## config.mk

```make
export PLATFORM = sky130hd
export DESIGN_NAME = rc_channel_trimmed_mean_filter_core_flat
export DESIGN_NICKNAME = d
export VERILOG_FILES = /design/src/hdl/rctm_pkg.sv /design/src/hdl/rctm_if.sv /design/src/hdl/rc_channel_trimmed_mean_filter_core.sv /design/src/flat_wrapper.sv
export SDC_FILE = /design/constraint.sdc
export NUM_CORES = 2
export LEC_CHECK = 0
export BUFFER_PORTS_ARGS = -buffer_cell sky130_fd_sc_hd__buf_2
export CORE_ASPECT_RATIO = 0.8
export CORE_MARGIN = 2
export CORE_UTILIZATION = 30
export DETAILED_ROUTE_END_ITERATION = 10
export GPL_TIMING_DRIVEN = 1
export MAX_ROUTING_LAYER = met4
export PLACE_DENSITY = 0.54
export SLEW_MARGIN = 30
export SYNTH_ARGS = -nofsm -noshare
export SYNTH_HDL_FRONTEND = slang
export SYNTH_SLANG_ARGS = --single-unit
```

## constraint.sdc

```tcl
create_clock -name clk -period 17.15 [get_ports clk]
set_clock_uncertainty 0.2 [all_clocks]
set_input_delay 1.715 -clock clk [delete_from_list [all_inputs] [get_ports clk]]
set_output_delay 1.715 -clock clk [all_outputs]
set_load 0.02 [all_outputs]
```

## src/hdl/rctm_pkg.sv

```systemverilog
// Package with shared widths, reset values and register codes of the RC trimmed mean filter.
`timescale 1ns / 1ps

package rctm_pkg;

  // Field widths fixed by the channel format.
  localparam int unsigned IN_W    = 16;
  localparam int unsigned VAL_W   = 13;
  localparam int unsigned NUM_IN  = 4;
  localparam int unsigned NUM_OUT = 4;

  // Default sizes of the filter.
  localparam int unsigned CHANNELS_DEF = 4;
  localparam int unsigned WINDOW_DEF   = 4;

  typedef logic [IN_W-1:0]  width_t;
  typedef logic [VAL_W-1:0] val_t;

  // Configuration register indexes.
  typedef logic [0:0] cfg_idx_t;
  localparam cfg_idx_t CFG_LOW_LIMIT  = 1'b0;
  localparam cfg_idx_t CFG_HIGH_LIMIT = 1'b1;

  // Register values after reset.
  localparam val_t LOW_LIMIT_RST  = 13'd800;
  localparam val_t HIGH_LIMIT_RST = 13'd2800;

endpackage

```

## src/hdl/rctm_if.sv

```systemverilog
// Stream interfaces for the sample input beats and the filtered result beats.
`timescale 1ns / 1ps

interface rctm_in_if;
  import rctm_pkg::*;

  logic   valid;
  logic   ready;
  width_t width_ch0;
  width_t width_ch1;
  width_t width_ch2;
  width_t width_ch3;

  modport source (output valid, output width_ch0, output width_ch1,
                  output width_ch2, output width_ch3, input ready);
  modport sink   (input valid, input width_ch0, input width_ch1,
                  input width_ch2, input width_ch3, output ready);
endinterface

interface rctm_out_if;
  import rctm_pkg::*;

  logic valid;
  logic ready;
  val_t yaw_out;
  val_t throttle_out;
  val_t roll_out;
  val_t pitch_out;

  modport source (output valid, output yaw_out, output throttle_out,
                  output roll_out, output pitch_out, input ready);
  modport sink   (input valid, input yaw_out, input throttle_out,
                  input roll_out, input pitch_out, output ready);
endinterface

```

## src/hdl/rc_channel_trimmed_mean_filter_core.sv

```systemverilog
// Top level of the RC channel trimmed mean filter: limit check, windows and result register.
//
//   Channel   Direction  Payload                                      Beat
//   in_ch     sink       width_ch0..width_ch3, 16 bit each            one sample set
//   out_ch    source     yaw_out, throttle_out, roll_out, pitch_out   one filtered set
//   cfg_*     write      cfg_index selects low or high limit          one register write
//
// One beat is accepted per clock while the output register can take it; its result
// appears in the output register in the next cycle. The window update, max/min trim
// and halving are combinational between the window registers and the output register.
// A new beat is taken while the output register is empty or being read in the same cycle.
// Reset clears windows, last good samples and the slot counter, and loads the default limits.
`timescale 1ns / 1ps

module rc_channel_trimmed_mean_filter_core #(
  parameter int unsigned CHANNELS = rctm_pkg::CHANNELS_DEF,
  parameter int unsigned WINDOW   = rctm_pkg::WINDOW_DEF
) (
  input  logic               clk,
  input  logic               rst_n,
  input  logic               cfg_we,
  input  rctm_pkg::cfg_idx_t cfg_index,
  input  rctm_pkg::val_t     cfg_data,
  rctm_in_if.sink            in_ch,
  rctm_out_if.source         out_ch
);
  import rctm_pkg::*;

  localparam int unsigned SLOT_W = (WINDOW > 1) ? $clog2(WINDOW) : 1;
  localparam int unsigned SUM_W  = VAL_W + $clog2(WINDOW);
  localparam logic [SLOT_W-1:0] SLOT_LAST = SLOT_W'(WINDOW - 1);

  val_t              low_r;
  val_t              high_r;
  logic [SLOT_W-1:0] slot_r;
  logic [SLOT_W-1:0] slot_nxt;
  val_t              win_r     [CHANNELS][WINDOW];
  val_t              last_r    [CHANNELS];
  val_t              acc       [CHANNELS];
  val_t              filt      [CHANNELS];
  width_t            in_sample [NUM_IN];
  val_t              res_r     [NUM_OUT];
  val_t              res_nxt   [NUM_OUT];
  logic              out_valid_r;
  logic              in_fire;

  // Handshake: the output register frees up when it is empty or being read.
  assign in_ch.ready = !out_valid_r || out_ch.ready;
  assign in_fire     = in_ch.valid && in_ch.ready;

  assign in_sample[0] = in_ch.width_ch0;
  assign in_sample[1] = in_ch.width_ch1;
  assign in_sample[2] = in_ch.width_ch2;
  assign in_sample[3] = in_ch.width_ch3;

  // Configuration writes.
  always_ff @(posedge clk) begin
    if (!rst_n) begin
      low_r  <= LOW_LIMIT_RST;
      high_r <= HIGH_LIMIT_RST;
    end else if (cfg_we) begin
      unique case (cfg_index)
        CFG_LOW_LIMIT:  low_r  <= cfg_data;
        CFG_HIGH_LIMIT: high_r <= cfg_data;
        default: ;
      endcase
    end
  end

  // The shared slot counter advances before each write.
  assign slot_nxt = (slot_r == SLOT_LAST) ? '0 : slot_r + 1'b1;

  always_ff @(posedge clk) begin
    if (!rst_n) begin
      slot_r <= '0;
    end else if (in_fire) begin
      slot_r <= slot_nxt;
    end
  end

  // Per-channel limit check, window update and trimmed sum.
  for (genvar c = 0; c < CHANNELS; c++) begin : g_ch
    width_t sample;
    logic   in_range;

    if (c < NUM_IN) begin : g_src
      assign sample = in_sample[c];
    end else begin : g_zero
      assign sample = '0;
    end

    // Inclusive limits; a rejected sample repeats the last accepted one.
    assign in_range = (sample >= IN_W'(low_r)) && (sample <= IN_W'(high_r));
    assign acc[c]   = in_range ? sample[VAL_W-1:0] : last_r[c];

    // Sum, maximum and minimum over the window as it stands after this write.
    always_comb begin
      logic [SUM_W-1:0] sum;
      val_t             hi;
      val_t             lo;
      val_t             v;
      logic [SUM_W-1:0] trim;
      sum = '0;
      hi  = '0;
      lo  = '1;
      for (int k = 0; k < WINDOW; k++) begin
        v = (slot_nxt == SLOT_W'(k)) ? acc[c] : win_r[c][k];
        if (v > hi) begin
          hi = v;
        end
        if (v < lo) begin
          lo = v;
        end
        sum = sum + SUM_W'(v);
      end
      trim    = sum - SUM_W'(hi) - SUM_W'(lo);
      filt[c] = trim[VAL_W:1];
    end

    // Window and last good sample registers.
    always_ff @(posedge clk) begin
      if (!rst_n) begin
        last_r[c] <= '0;
        for (int k = 0; k < WINDOW; k++) begin
          win_r[c][k] <= '0;
        end
      end else if (in_fire) begin
        last_r[c] <= acc[c];
        for (int k = 0; k < WINDOW; k++) begin
          if (slot_nxt == SLOT_W'(k)) begin
            win_r[c][k] <= acc[c];
          end
        end
      end
    end
  end

  // Output fields: channels beyond the configured count read as zero.
  for (genvar o = 0; o < NUM_OUT; o++) begin : g_out
    if (o < CHANNELS) begin : g_live
      assign res_nxt[o] = filt[o];
    end else begin : g_none
      assign res_nxt[o] = '0;
    end
  end

  // Result register.
  always_ff @(posedge clk) begin
    if (!rst_n) begin
      out_valid_r <= 1'b0;
    end else if (in_ch.ready) begin
      out_valid_r <= in_ch.valid;
    end
  end

  always_ff @(posedge clk) begin
    if (in_fire) begin
      for (int o = 0; o < NUM_OUT; o++) begin
        res_r[o] <= res_nxt[o];
      end
    end
  end

  assign out_ch.valid        = out_valid_r;
  assign out_ch.yaw_out      = res_r[0];
  assign out_ch.throttle_out = res_r[1];
  assign out_ch.roll_out     = res_r[2];
  assign out_ch.pitch_out    = res_r[3];

endmodule

```

## src/flat_wrapper.sv

```systemverilog
// flat-port wrapper written by rule: the top's interface ports become plain ports
module rc_channel_trimmed_mean_filter_core_flat import rctm_pkg::*;
#(
  parameter int unsigned CHANNELS = rctm_pkg::CHANNELS_DEF,
  parameter int unsigned WINDOW   = rctm_pkg::WINDOW_DEF
)
  (clk, rst_n, cfg_we, cfg_index, cfg_data, in_ch_valid, in_ch_width_ch0, in_ch_width_ch1, in_ch_width_ch2, in_ch_width_ch3, in_ch_ready, out_ch_valid, out_ch_yaw_out, out_ch_throttle_out, out_ch_roll_out, out_ch_pitch_out, out_ch_ready);
  rctm_in_if in_ch_i ();
  rctm_out_if out_ch_i ();
  input  logic clk;
  input  logic rst_n;
  input  logic cfg_we;
  input  rctm_pkg::cfg_idx_t cfg_index;
  input  rctm_pkg::val_t cfg_data;
  input wire logic [$bits(in_ch_i.valid)-1:0] in_ch_valid;
  input wire logic [$bits(in_ch_i.width_ch0)-1:0] in_ch_width_ch0;
  input wire logic [$bits(in_ch_i.width_ch1)-1:0] in_ch_width_ch1;
  input wire logic [$bits(in_ch_i.width_ch2)-1:0] in_ch_width_ch2;
  input wire logic [$bits(in_ch_i.width_ch3)-1:0] in_ch_width_ch3;
  output wire logic [$bits(in_ch_i.ready)-1:0] in_ch_ready;
  output wire logic [$bits(out_ch_i.valid)-1:0] out_ch_valid;
  output wire logic [$bits(out_ch_i.yaw_out)-1:0] out_ch_yaw_out;
  output wire logic [$bits(out_ch_i.throttle_out)-1:0] out_ch_throttle_out;
  output wire logic [$bits(out_ch_i.roll_out)-1:0] out_ch_roll_out;
  output wire logic [$bits(out_ch_i.pitch_out)-1:0] out_ch_pitch_out;
  input wire logic [$bits(out_ch_i.ready)-1:0] out_ch_ready;
  assign in_ch_i.valid = in_ch_valid;
  assign in_ch_i.width_ch0 = in_ch_width_ch0;
  assign in_ch_i.width_ch1 = in_ch_width_ch1;
  assign in_ch_i.width_ch2 = in_ch_width_ch2;
  assign in_ch_i.width_ch3 = in_ch_width_ch3;
  assign in_ch_ready = in_ch_i.ready;
  assign out_ch_valid = out_ch_i.valid;
  assign out_ch_yaw_out = out_ch_i.yaw_out;
  assign out_ch_throttle_out = out_ch_i.throttle_out;
  assign out_ch_roll_out = out_ch_i.roll_out;
  assign out_ch_pitch_out = out_ch_i.pitch_out;
  assign out_ch_i.ready = out_ch_ready;
  rc_channel_trimmed_mean_filter_core #(.CHANNELS(CHANNELS), .WINDOW(WINDOW)) u_core (.clk(clk), .rst_n(rst_n), .cfg_we(cfg_we), .cfg_index(cfg_index), .cfg_data(cfg_data), .in_ch(in_ch_i), .out_ch(out_ch_i));
endmodule
```

# Yosys cells after proc, flatten, opt, wreduce, memory -nomap -nowiden

Memories as Yosys holds them, arrays and structs flattened.
Index checks and enable logic that the tools add are counted.

Register bits: 29
Memory bits (writable): 312
Bits of input ports: 83
Memories kept: 3

Add/subtract/negate cells: 21
Magnitude comparators: 40
Equal/unequal tests: 4
Muxes and demuxes: 94
Bitwise logic cells: 21
Reduce and logical (&&, ||, !) cells: 10

Memories:

| name          | words | width | read ports | clocked after memory_dff | wr ports | line                                      | text |
|---|---|---|---|---|---|---|---|
| u_core.win_r  | 4     | 52    | 4          | 0                        | 4        | rc_channel_trimmed_mean_filter_core.sv:37 | `val_t win_r [CHANNELS][WINDOW];` |
| u_core.last_r | 4     | 13    | 4          | 0                        | 4        | rc_channel_trimmed_mean_filter_core.sv:38 | `val_t last_r [CHANNELS];` |
| u_core.res_r  | 4     | 13    | 4          | 0                        | 4        | rc_channel_trimmed_mean_filter_core.sv:42 | `val_t res_r [NUM_OUT];` |

Operators with widths:

| operator               | count |
|---|---|
| $mux W13               | 72 |
| $gt A13 B13 Y1         | 12 |
| $lt A13 B13 Y1         | 12 |
| $add A14 B13 Y14       | 8 |
| $sub A14 B13 Y14       | 8 |
| $ge A16 B13 Y1         | 4 |
| $le A16 B13 Y1         | 4 |
| $add A13 B13 Y14       | 4 |
| $gt A13 B1 Y1 const B  | 4 |
| $lt A13 B13 Y1 const B | 4 |
| $mux W1                | 21 |
| $or A1 B1 Y1           | 20 |
| $eq A2 B2 Y1 const B   | 3 |
| $logic_and A1 B1 Y1    | 5 |
| $reduce_and A2 Y1      | 2 |
| $add A2 B1 Y2 const B  | 1 |
| $eq A2 B1 Y1 const B   | 1 |
| $logic_not A2 Y1       | 1 |
| $mux W2                | 1 |
| $logic_not A1 Y1       | 1 |
| $logic_or A1 B1 Y1     | 1 |
| $not A1 Y1             | 1 |

# Depth between registers and ports, before layout

Depth in word-level cells: 14
Depth in mapped cells: 62

# Worst setup path before layout

No wires, ideal clock.

Kind: input to register
Start: input port in_ch_width_ch2[15]
End: memory u_core.res_r[2][12] in the netlist's numbering, data pin
Setup time: 0.258 ns
Arrival time: 14.303 ns
Required time: 16.692 ns
Path slack: 2.390 ns
Stages on the path: 60
Path buffers: 6
Cells stage by stage: or3_1 > nor2_1 > o221ai_1 > nor3_1 > o21a_1 > buf_2 > buf_2 > mux2i_1 > clkbuf_1 > a21o_1 > ha_1 > nor2b_1 > o21a_1 > o21a_1 > o21ai_0 > a21oi_1 > o21ai_0 > a21o_1 > (+24 left out) > clkbuf_1 > mux2_2 > fa_1 > inv_1 > fa_1 > fa_1 > inv_1 > ha_1 > a21o_1 > a21oi_1 > o21bai_1 > a21oi_1 > o21bai_1 > a21oi_1 > nor2b_1 > o21a_1 > o41a_1 > xnor2_1

RTL lines:

| what        | line                                      | text |
|---|---|---|
| from (decl) | flat_wrapper.sv:18                        | `input wire logic [$bits(in_ch_i.width_ch2)-1:0] in_ch_width_ch2;` |
| to (decl)   | rc_channel_trimmed_mean_filter_core.sv:42 |  |

==> results.py <==
metrics = {
    "global_route": {
        "grt-ovfl-total": 0,
        "use_met2_pct": 28.2,
        "grt_first_pass_wirelength_mm": 190,
        "grt_antenna_before_repair": 7,
        "grt_usage_pct": 20.5,
        "grtUsageMet1_pct": 30.9,
        "grt_max_degree": 93,
        "use_met3_pct": 3.75,
        "grt_pass1_vias": 29607,
        "busiest_layer": "met1",
    },
    "drt": {
        "routed_via_density": 5.34,
        "wire_per_inst_um": 21.8,
        "first_pass_iters": 6,
        "drcViolationCount": 0,
        "antenna_left": 0,
        "vias": 30742,
        "finalWirelength_mm": 126,
        "drt_iter0_markers": 2913,
    },
    "timing": {
        "setup_violations": 0,
        "hold_viol": 0,
        "fmax_mhz": 63.7,
        "maxSlewViolCount": 0,
        "period_share_pct": 91.5,
        "worst_slew_pin_slew_ns": 1.04,
        "fin_crit_ns": 15.69,
        "fin_ws_ns": 1.46,
        "grt_setup_unrepaired": "false",
        "tns_ns": 0,
        "slew_headroom_pct": 30.3,
    },
    "layout": {
        "mostFrequentLayoutCells": "inv_1, ha_1, nor2_1",
        "layout.nets": 4840,
        "drive_above_1_share_pct": 11.9,
        "nFillCells": 12522,
        "final_common_cell": "inv_1",
        "syn_to_final_growth_pct": 12.4,
    },
    "clock_tree": {
        "cts_tree": "yes",
        "cts_max_level": 2,
        "clock-sinks": 341,
        "cts_setup_buffers": 0,
        "cts_buffers": 45,
        "cts_max_path_buffers": 3,
        "clk_pin_slew_worst_paths_ns": 0.06,
        "clk-insertion-delay-late_ns": 0.66,
        "cts.repair.resized": 0,
        "ctsHoldBuffers": 0,
        "ctsRootBufferMaster": "clkbuf_16",
    },
    "place": {
        "dpl.hpwl_mm": 96.3,
        "place_worst_setup_slack_ns": 0.923,
        "io_buffer_count": 136,
        "gp_congestion": 0.943,
    },
    "synth": {
        "netlist_top_cells_area": "edfxtp_1, ha_1, fa_1, inv_1, a21o_1",
        "async_flop_share_pct": 0,
        "yosys.area.top_type": "edfxtp_1",
        "netlist_area_um2": 36600,
        "yosysTopAreaCellShare_pct": 25.6,
        "yosysSeqAreaShare_pct": 27.2,
        "ys_types": 84,
        "syn_inst": 3987,
        "syn_nets": 4734,
        "synth_ff_type": "edfxtp_1",
        "yosys_warnings": 0,
        "synth_edf_count": 312,
        "synth_seq_cells": 341,
        "synth.avg_cell_area_um2": 9.18,
    },
    "outcome": {
        "outcome": "completed",
    },
    "worst_hold_path": {
        "hold_class": "flip-flop to flip-flop",
    },
    "worst_setup_path": {
        "start_kind": "primary input",
        "endpoint_kind": "flip-flop",
        "arrival_ns": 15.87,
        "critPathMaxFanout": 10,
        "crit_type": "primary input to flip-flop",
        "worstPathRequired_ns": 17.33,
        "crit_slowest_cell": "a31oi_2",
        "critical-path-max-stage-delay_ns": 0.72,
        "cp_common_cell": "a21oi_1",
    },
    "run": {
        "maxCapViolCount": 0,
    },
    "power": {
        "power_density_nw_per_um2": 234,
        "ir_drop_v": 0.000351,
        "seqPwrFrac_pct": 15.1,
        "leakage_nw": 18.2,
        "p_switching_mw": 4.52,
        "intPower_mw": 5.11,
        "switching_share_pct": 46.9,
        "comb_power_share_pct": 74.2,
        "clkPwrFrac_pct": 10.8,
    },
    "die": {
        "row_count": 114,
        "initial_core_util_pct": 30.3,
        "die_width_um": 395,
        "die-area_um2": 125000,
        "core_area_um2": 121000,
        "die_h_um": 316,
        "boundaryPins": 137,
    },
}
-- cell usage after synthesis (15+ instances only) --
library cell  count
fa_1            204
nor3_1          266
nor2b_1          47
nor2_1          363
dfxtp_1          29
a21boi_0         29
and2_1           20
clkbuf_1        166
mux2i_1         113
a211oi_1         21
inv_1           476
edfxtp_1        312
o21a_1           44
or3_1            25
mux2_2           94
nand3_1          72
ha_1            460
o21ai_0         144
o22ai_1          22
a21oi_1         240
xnor2_1          45
nand2b_1         23
o211ai_1         37
a21o_1          207
nand4_1          61
o21bai_1         16
a31oi_1          42
a221oi_1         15
nand2_1         157
-- stage by stage --
stage	hold WS [ns]	utilization, %	power, mW	cell area [um^2]	instances
floorplan	0.243	-	6.89	36600	3987
CTS	0.268	34.0	9.73	41100	5749
detailed placement	0.260	32.7	8.57	39500	5668
global route	0.301	34.0	10.7	41200	5755
global placement	0.253	32.7	8.55	39500	5667
finish	0.266	34.0	9.62	41200	5757
-- layer usage --
layer,up-vias,share of wire (%)
met4,0,1.9
li1,14509,-
met3,135,7.6
met5,-,0
met2,1127,40
met1,14971,50
-- state kept, by name, summed over array words and instances (netlist names) --
name and cells:
u_core.win_r 208, u_core.last_r 52, u_core.res_r 52, u_core.high_r 13
u_core.low_r 13, u_core.slot_r 2, u_core.out_ch.valid 1
-- critical path, delay by kind of cell --
| kind | cells | cell delay (ns) |
|---|---|---|
| xor+xnor | 1 | 0.15 |
| fa+ha+maj | 7 | 3.01 |
| compound gates | 27 | 7.60 |
| mux | 2 | 0.70 |
| buf+inv | 4 | 0.49 |
| simple gates | 8 | 2.19 |
-- cell type report --
type / count / area, um^2 / share of cell area, %
tap: 1624 / 2030 / 4.94
clock buffer: 60 / 1240 / 3.02
sequential: 341 / 9950 / 24.2
antenna: 6 / 15.0 / 0.0365
timing repair buffer: 247 / 1570 / 3.81
inverter: 484 / 1820 / 4.42
multi-input combinational: 2974 / 24200 / 58.8
clock inverter: 21 / 319 / 0.775
-- power by group through the flow --
stage	sequential [mW]	combinational [mW]	clock, mW
floorplan	1.54	5.34	0
finish	1.45	7.14	1.04
global placement	1.47	7.08	0
global route	1.46	8.19	1.10
detailed placement	1.47	7.10	0
CTS	1.45	7.21	1.07
-- final timing paths --
kind | from | endpoint | slack, ns | cells past startpoint
max | in_ch_width_ch1[15] | u_core.res_r[1][12] | 1.46 | 49
min | u_core.low_r[10] | u_core.low_r[10] | 0.27 | 2
max reg2reg | u_core.low_r[9] | u_core.res_r[2][12] | 2.09 | 59
min reg2reg | u_core.low_r[10] | u_core.low_r[10] | 0.27 | 2
-- kinds of logic (layout without fill, tap and decap cells) --
kind of cell               after synthesis  count (layout)  share of synthesized area [%]
and+or+nand+nor                       1089            1089                           14.1
adders and majority gates              664             664                           26.9
buffers and inverters                  672             812                           6.99
AOI/OAI and AO/OA                      950             950                           17.2
xor gates and xnor gates                50              50                           1.20
other                                    0               6                              0
DFF                                    341             341                           27.2
muxes                                  221             221                           6.53
Power figures use the tool's default switching activity.
